--- src/hw/rtl/bltd_pkg.sv ---
// Shared constants, types and decode functions for the byte-level token text decoder.
package bltd_pkg;

    localparam int BYTE_W     = 8;
    localparam int MAX_RES    = 4;
    localparam int RES_CNT_W  = 3;
    localparam int FIFO_DEPTH = 8;
    localparam int PTR_W      = $clog2(FIFO_DEPTH);
    localparam int FILL_W     = $clog2(FIFO_DEPTH + 1);
    localparam int CP_W       = 21;

    // Sequence lengths, as held in the needed-length register
    localparam logic [2:0] LEN_NONE = 3'd0;
    localparam logic [2:0] LEN1     = 3'd1;
    localparam logic [2:0] LEN2     = 3'd2;
    localparam logic [2:0] LEN3     = 3'd3;
    localparam logic [2:0] LEN4     = 3'd4;

    localparam logic [7:0] ASCII_MASK = 8'h80;
    localparam logic [7:0] LEAD2_MASK = 8'hE0;
    localparam logic [7:0] LEAD2_CODE = 8'hC0;
    localparam logic [7:0] LEAD3_MASK = 8'hF0;
    localparam logic [7:0] LEAD3_CODE = 8'hE0;
    localparam logic [7:0] LEAD4_MASK = 8'hF8;
    localparam logic [7:0] LEAD4_CODE = 8'hF0;

    // Offsets of the relocated byte ranges above code point 256
    localparam logic [7:0] LOW_CTRL_END  = 8'd33;
    localparam logic [7:0] HIGH_CTRL_END = 8'd67;
    localparam logic [7:0] HIGH_CTRL_OFS = 8'd94;
    localparam logic [7:0] SOFT_HYPHEN   = 8'd173;

    typedef struct packed {
        logic             hit;
        logic [BYTE_W-1:0] value;
    } map_t;

    typedef struct packed {
        logic [BYTE_W-1:0] value;
        logic              last;
    } res_t;

    function automatic logic [2:0] lead_len(input logic [7:0] b);
        logic [2:0] len;
        if ((b & ASCII_MASK) == 8'h00)
            len = LEN1;
        else if ((b & LEAD2_MASK) == LEAD2_CODE)
            len = LEN2;
        else if ((b & LEAD3_MASK) == LEAD3_CODE)
            len = LEN3;
        else if ((b & LEAD4_MASK) == LEAD4_CODE)
            len = LEN4;
        else
            len = LEN1;
        return len;
    endfunction

    // Reverse byte map for code points below 512
    function automatic map_t rev_map(input logic [8:0] cp);
        map_t       m;
        logic [7:0] n;
        n       = cp[7:0];
        m.hit   = 1'b0;
        m.value = n;
        if (!cp[8]) begin
            m.hit = n inside {[8'd33:8'd126], [8'd161:8'd172], [8'd174:8'd255]};
        end else if (n < LOW_CTRL_END) begin
            m.hit = 1'b1;
        end else if (n < HIGH_CTRL_END) begin
            m.hit   = 1'b1;
            m.value = n + HIGH_CTRL_OFS;
        end else if (n == HIGH_CTRL_END) begin
            m.hit   = 1'b1;
            m.value = SOFT_HYPHEN;
        end
        return m;
    endfunction

endpackage

--- src/hw/rtl/bltd_in_if.sv ---
// Input channel: one byte of a token string per item, with an end-of-string flag.
interface bltd_in_if;
    import bltd_pkg::*;

    logic              valid;
    logic              ready;
    logic [BYTE_W-1:0] text_byte;
    logic              string_end;

    modport source (output valid, output text_byte, output string_end, input ready);
    modport sink (input valid, input text_byte, input string_end, output ready);
endinterface

--- src/hw/rtl/bltd_out_if.sv ---
// Output channel: one decoded or raw byte per item, flagged on the last of its run.
interface bltd_out_if;
    import bltd_pkg::*;

    logic              valid;
    logic              ready;
    logic [BYTE_W-1:0] out_byte;
    logic              run_last;

    modport source (output valid, output out_byte, output run_last, input ready);
    modport sink (input valid, input out_byte, input run_last, output ready);
endinterface

--- src/hw/rtl/byte_level_token_text_decode_core.sv ---
// Results of an item are written to the result queue at the accepting edge; if the queue
// was empty, the first one is offered on the output in the next cycle.
// Throughput: one input item per cycle while the 8-entry result queue has room for four
// results; one result leaves per cycle while the output is ready. An item may give zero to four results.
// Reset clears the open-sequence count and length and empties the result queue.
module byte_level_token_text_decode_core (
    input  logic      clk,
    input  logic      rst_n,
    bltd_in_if.sink   in_ch,
    bltd_out_if.source out_ch
);
    import bltd_pkg::*;

    logic [BYTE_W-1:0] pend_reg [3];
    logic [BYTE_W-1:0] pend_next [3];
    logic [1:0]        cnt_reg, cnt_next;
    logic [2:0]        need_reg, need_next;

    res_t              fifo_reg [FIFO_DEPTH];
    logic [PTR_W-1:0]  wr_ptr_reg, rd_ptr_reg;
    logic [FILL_W-1:0] fill_reg, fill_next;

    logic              in_acc, out_acc;
    logic [BYTE_W-1:0] b;
    logic [BYTE_W-1:0] q [4];
    logic [BYTE_W-1:0] res [MAX_RES];
    logic [RES_CNT_W-1:0] res_cnt;
    logic [2:0]        n_len;
    logic [CP_W-1:0]   full_cp;
    logic              full_small, tail_small;
    map_t              full_map, tail_map;

    assign in_acc  = in_ch.valid && in_ch.ready;
    assign out_acc = out_ch.valid && out_ch.ready;
    assign b       = in_ch.text_byte;

    assign in_ch.ready     = fill_reg <= FILL_W'(FIFO_DEPTH - MAX_RES);
    assign out_ch.valid    = fill_reg != '0;
    assign out_ch.out_byte = fifo_reg[rd_ptr_reg].value;
    assign out_ch.run_last = fifo_reg[rd_ptr_reg].last;

    // Held bytes followed by the incoming byte
    always_comb
    begin
        for (int i = 0; i < 3; i++)
        begin
            q[i] = (2'(i) < cnt_reg) ? pend_reg[i] : b;
        end
        q[3]  = b;
        n_len = {1'b0, cnt_reg} + 3'd1;
    end

    always_comb
    begin
        case (need_reg)
            LEN2:    full_cp = {10'd0, q[0][4:0], q[1][5:0]};
            LEN3:    full_cp = {5'd0, q[0][3:0], q[1][5:0], q[2][5:0]};
            LEN4:    full_cp = {q[0][2:0], q[1][5:0], q[2][5:0], q[3][5:0]};
            default: full_cp = '0;
        endcase
        full_small = full_cp[CP_W-1:9] == '0;
        full_map   = rev_map(full_cp[8:0]);
        // Two-byte sequence re-parsed after a truncated lead
        tail_small = q[1][4:3] == 2'b00;
        tail_map   = rev_map({q[1][2:0], q[2][5:0]});
    end

    always_comb
    begin
        for (int i = 0; i < 3; i++)
        begin
            pend_next[i] = pend_reg[i];
        end
        cnt_next  = cnt_reg;
        need_next = need_reg;
        res_cnt   = '0;
        for (int i = 0; i < MAX_RES; i++)
        begin
            res[i] = q[i];
        end

        if (need_reg == LEN_NONE) begin
            if (lead_len(b) != LEN1 && !in_ch.string_end) begin
                pend_next[0] = b;
                cnt_next     = 2'd1;
                need_next    = lead_len(b);
            end else begin
                // A lone byte always comes out as itself
                res[0]  = b;
                res_cnt = RES_CNT_W'(1);
            end
        end else if (!in_ch.string_end && n_len < need_reg) begin
            pend_next[cnt_reg] = b;
            cnt_next           = cnt_reg + 2'd1;
        end else begin
            cnt_next  = '0;
            need_next = LEN_NONE;
            if (n_len == need_reg) begin
                if (full_small && full_map.hit) begin
                    res[0]  = full_map.value;
                    res_cnt = RES_CNT_W'(1);
                end else begin
                    res_cnt = n_len;
                end
            end else begin
                // String ended early: lead goes out raw; only a two-byte tail is parsed again
                res_cnt = n_len;
                if (n_len == LEN3 && lead_len(q[1]) == LEN2 && tail_small && tail_map.hit) begin
                    res[1]  = tail_map.value;
                    res_cnt = RES_CNT_W'(2);
                end
            end
        end
    end

    always_comb
    begin
        fill_next = fill_reg;
        if (in_acc)
            fill_next = fill_next + FILL_W'(res_cnt);
        if (out_acc)
            fill_next = fill_next - FILL_W'(1);
    end

    always_ff @(posedge clk or negedge rst_n)
    begin
        if (!rst_n) begin
            cnt_reg    <= '0;
            need_reg   <= LEN_NONE;
            wr_ptr_reg <= '0;
            rd_ptr_reg <= '0;
            fill_reg   <= '0;
        end else begin
            if (in_acc) begin
                cnt_reg    <= cnt_next;
                need_reg   <= need_next;
                wr_ptr_reg <= wr_ptr_reg + PTR_W'(res_cnt);
            end
            if (out_acc)
                rd_ptr_reg <= rd_ptr_reg + PTR_W'(1);
            fill_reg <= fill_next;
        end
    end

    always_ff @(posedge clk)
    begin
        if (in_acc) begin
            for (int i = 0; i < 3; i++)
            begin
                pend_reg[i] <= pend_next[i];
            end
            for (int k = 0; k < MAX_RES; k++)
            begin
                if (RES_CNT_W'(k) < res_cnt) begin
                    fifo_reg[wr_ptr_reg + PTR_W'(k)] <= '{value: res[k],
                        last: (RES_CNT_W'(k) == res_cnt - RES_CNT_W'(1))};
                end
            end
        end
    end

endmodule
--- src/flat_wrapper.sv ---
// flat-port wrapper written by rule: the top's interface ports become plain ports
module byte_level_token_text_decode_core_flat import bltd_pkg::*;
  (clk, rst_n, in_ch_valid, in_ch_text_byte, in_ch_string_end, in_ch_ready, out_ch_valid, out_ch_out_byte, out_ch_run_last, out_ch_ready);
  bltd_in_if in_ch_i ();
  bltd_out_if out_ch_i ();
  input  logic clk;
  input  logic rst_n;
  input wire logic [$bits(in_ch_i.valid)-1:0] in_ch_valid;
  input wire logic [$bits(in_ch_i.text_byte)-1:0] in_ch_text_byte;
  input wire logic [$bits(in_ch_i.string_end)-1:0] in_ch_string_end;
  output wire logic [$bits(in_ch_i.ready)-1:0] in_ch_ready;
  output wire logic [$bits(out_ch_i.valid)-1:0] out_ch_valid;
  output wire logic [$bits(out_ch_i.out_byte)-1:0] out_ch_out_byte;
  output wire logic [$bits(out_ch_i.run_last)-1:0] out_ch_run_last;
  input wire logic [$bits(out_ch_i.ready)-1:0] out_ch_ready;
  assign in_ch_i.valid = in_ch_valid;
  assign in_ch_i.text_byte = in_ch_text_byte;
  assign in_ch_i.string_end = in_ch_string_end;
  assign in_ch_ready = in_ch_i.ready;
  assign out_ch_valid = out_ch_i.valid;
  assign out_ch_out_byte = out_ch_i.out_byte;
  assign out_ch_run_last = out_ch_i.run_last;
  assign out_ch_i.ready = out_ch_ready;
  byte_level_token_text_decode_core u_core (.clk(clk), .rst_n(rst_n), .in_ch(in_ch_i), .out_ch(out_ch_i));
endmodule
--- config.mk ---
export PLATFORM = sky130hd
export DESIGN_NAME = byte_level_token_text_decode_core_flat
export DESIGN_NICKNAME = d
export VERILOG_FILES = /design/src/hw/rtl/bltd_pkg.sv /design/src/hw/rtl/bltd_in_if.sv /design/src/hw/rtl/bltd_out_if.sv /design/src/hw/rtl/byte_level_token_text_decode_core.sv /design/src/flat_wrapper.sv
export SDC_FILE = /design/constraint.sdc
export NUM_CORES = 1
export LEC_CHECK = 0
export BUFFER_PORTS_ARGS = -buffer_cell sky130_fd_sc_hd__buf_4
export CORE_UTILIZATION = 25
export DETAILED_ROUTE_END_ITERATION = 10
export GPL_TIMING_DRIVEN = 1
export MAX_ROUTING_LAYER = met4
export PLACE_DENSITY = 0.46
export RECOVER_POWER = 50
export SLEW_MARGIN = 20
export SYNTH_ARGS = -nofsm -noshare
export SYNTH_HDL_FRONTEND = slang
export SYNTH_SLANG_ARGS = --single-unit
--- constraint.sdc ---
create_clock -name clk -period 5.29 [get_ports clk]
set_input_delay 0.529 -clock clk [delete_from_list [all_inputs] [get_ports clk]]
set_output_delay 0.529 -clock clk [all_outputs]
set_load 0.005 [all_outputs]
==> summary.md <==
| Metric | Value |
|---|---|
| Final setup viols | `0` |
| Max transition margin | `14.70%` |
| R2R setup slack | `0.42 ns` |
| Worst R2R Path Depth | `11` |
| Status | `complete, no violations` |
| Initial Util | `25.42%` |
| Mean cell area of the mapped netlist | `10.15 um^2` |
| CP Max Fanout | `15` |
| GRT met2 Usage | `31.39%` |
| Hold Vio Cnt, Final | `0` |
| Maximum vdd drop | `0.2744 mV` |
| Leakage power total | `3.391 nW` |
| RSZ-0062 raised after global routing | `no` |
| Clock skew | `0.01996 ns` |
| FILL cells | `3793` |
| Synthesized instance count | `891` |
| Max-cap violation count | `0` |
| Clock Path Buffers | `2` |
| Slew of the pin with the lowest slew margin | `1.266 ns` |
| Syn nets | `929` |
| WS Path Type | `reg -> reg` |
| Die ar. | `36940 um^2` |
| CTS resizes | `0` |
| Worst skew pair latency | `0.39 ns` |
| Postcts setup bufs | `0` |
| CTS Hold Bufs | `0` |
| Period utilisation layout | `92.08%` |
| Clock tree root buffer cell | `clkbuf_16` |
| Met1 Use GR | `27.93%` |
| Final Slew Violations | `0` |
| Post-synth EDFFs | `96` |
| Die width | `192.2 um` |
| Initial antenna violation count | `0` |
| PwrDens | `500.9 nW/um^2` |
| # rows | `69` |
| Unique masters post-synth | `104` |
| I/O pin count | `24` |
| Final min period | `4.871 ns` |
| End of the critical path | `u_core.fifo_reg[5][1]` |
| Crit start category | `flop` |
| Post-DR vias/cell | `5.955` |
| Antenna Cells | `0` |
| Die Span Y | `192.2 um` |
| CP arrival | `4.95 ns` |
| Global-route wire length before repair | `54.69 mm` |
| Critical path capture point type | `flop` |
| Ys flop type | `edfxtp_1` |
| Residual DRC | `0` |
| Post-route antenna net violation count | `0` |
| Commonest non-fill, non-tap cells in the layout | `nand2_1 (104), edfxtp_1 (96), buf_4 (57), o21ai_0 (36), nor2_1 (35)` |
| First-pass DRT Iterations | `7` |
| Synth Cell Area | `9042 um^2` |
| Reg2Reg Capture Point | `u_core.fifo_reg[5][1]` |
| FF-to-FF Start | `u_core.cnt_reg[1]` |
| Met3 GRT Util | `3.088%` |
| Critical path startpoint | `u_core.cnt_reg[1]` |
| Worst Hold Class | `in -> async` |
| CTS buffer count | `9` |
| Wire per inst | `26.28 um` |
| Util after Layout | `28.64%` |
| DR iter-0 viols | `1048` |
| Async set-reset flop share out of synthesis | `13.51%` |
| FF+latch count, synth | `111` |
| Setup TNS | `0 ns` |
| Layout area overhead | `12.65%` |
| Largest net degree at the start of global routing | `22` |
| Most common cell after layout, fill and taps aside | `nand2_1` |
| Fin nets | `963` |
| CTS H-Tree Depth | `3` |
| Final WL | `36.56 mm` |
| Clock Pin Slew Worst Setup and Hold Paths | `0.10 ns` |
| Detailed placement HPWL | `27.66 mm` |
| Clock sink count | `111` |
| GPL Wtd Cong | `1.006` |
| Fraction of layout cells with a size suffix above 1 | `19.25%` |
| Vias in the first global route | `8092` |
| Placeable Area | `35570 um^2` |
| Register area share after synthesis | `36.03%` |
| I/O Buffers | `23` |
| DR vias | `8284` |
| Fmax | `0.2053 GHz` |
| Global-route layer with the greatest usage | `met2` |
| Ys Warns | `0` |
| Tot GR Track Use | `20.82%` |
| CP required | `5.37 ns` |
| Overflow after GRT | `0` |
| CTS tree | `done` |
==> synthesized netlist by cell type, types with 8 or more instances <==
cell type	number	area share [%]
nand2_1	104	4.3
edfxtp_1	96	32
mux2i_1	34	3.8
nor2_1	34	1.4
nand3_1	33	1.8
o21ai_0	33	1.8
a22oi_1	31	2.6
clkbuf_1	27	1.1
a21oi_1	26	1.4
o211ai_1	24	2.0
ha_1	23	3.2
inv_1	22	0.91
o22ai_1	22	1.5
o21ai_1	20	1.1
mux4_2	18	4.5
a221oi_1	16	1.5
dfrtp_1	15	4.2
mux2_2	15	1.9
a221o_1	14	1.5
a211oi_1	13	1.1
nor3_1	12	0.66
or3_1	12	0.83
a21o_1	11	0.91
and2_1	10	0.69
buf_2	10	0.55
buf_4	10	0.83
o221ai_1	10	0.97
o31ai_1	10	0.83
a31oi_1	8	0.55
nand3b_1	8	0.66
nand4_1	8	0.55
==> stage by stage <==
stage	hold slack (ns)	setup WS, ns	power [W]	instance area [um^2]	instances
3_5_place_dp	0.4143	0.6334	0.004389	9947	1375
6_report	0.3116	0.4191	0.005102	10190	1391
2_1_floorplan	0.2334	0.5538	0.003349	9042	891
4_1_cts	0.01054	0.6024	0.005121	10250	1391
5_1_grt	0.3613	0.1404	0.005407	10190	1391
3_3_place_gp	0.4179	0.7161	0.004421	9947	1375
==> layout make-up <==
type / instances / area [um^2] / area share (%)
multi-input combinational: 699 / 5410 / 53.11
timing repair buffer: 77 / 533.0 / 5.233
clock buffer: 9 / 225.2 / 2.211
clock inverter: 7 / 76.32 / 0.7493
inverter: 27 / 106.4 / 1.044
tap: 461 / 576.8 / 5.663
sequential: 111 / 3258 / 31.99
==> cells by family after synthesis <==
kind of cell             synth area share (%)
multiplexers                            10.67
AND/OR/NAND/NOR                         15.72
flip-flops                              36.03
AO/OA/AOI/OAI                           28.63
buffers and inverters                   4.262
adder cells (fa/ha/maj)                 3.625
XOR/XNOR                                1.065
==> worst max-delay path: stages (launching register included) <==
cell     delay, ns
dfrtp_1       0.53
ha_1          0.27
buf_4         0.19
mux2_2        0.47
a22oi_1       0.32
o21ai_2       0.25
nor3b_1       0.37
a22oi_2       0.22
a31oi_4       0.56
nor2_1        0.29
o31ai_2       0.82
a21oi_1       0.25
==> power breakdown <==
| group | internal (W) | switching (W) |
|---|---|---|
| Combinational | 0.00109 | 0.00191 |
| Sequential | 0.00120 | 0.000175 |
| Clock | 0.000336 | 0.000392 |
| Total | 0.00262 | 0.00248 |
==> routing by layer <==
layer / vias to the layer above / part of all wire [%]
li1: 3651 / -
met1: 4098 / 44
met2: 445 / 45
met3: 90 / 7.5
met4: 0 / 3.4
met5: - / 0
==> worst min path at each step <==
stage	startpoint	endpoint
final	rst_n	u_core.need_reg[2]
after global routing	rst_n	u_core.need_reg[2]
after CTS	rst_n	u_core.need_reg[2]
after detailed placement	rst_n	u_core.rd_ptr_reg[0]
after global placement	rst_n	u_core.rd_ptr_reg[0]
after floorplan	rst_n	u_core.cnt_reg[0]
No activity file was read; power rests on OpenSTA's default activity.
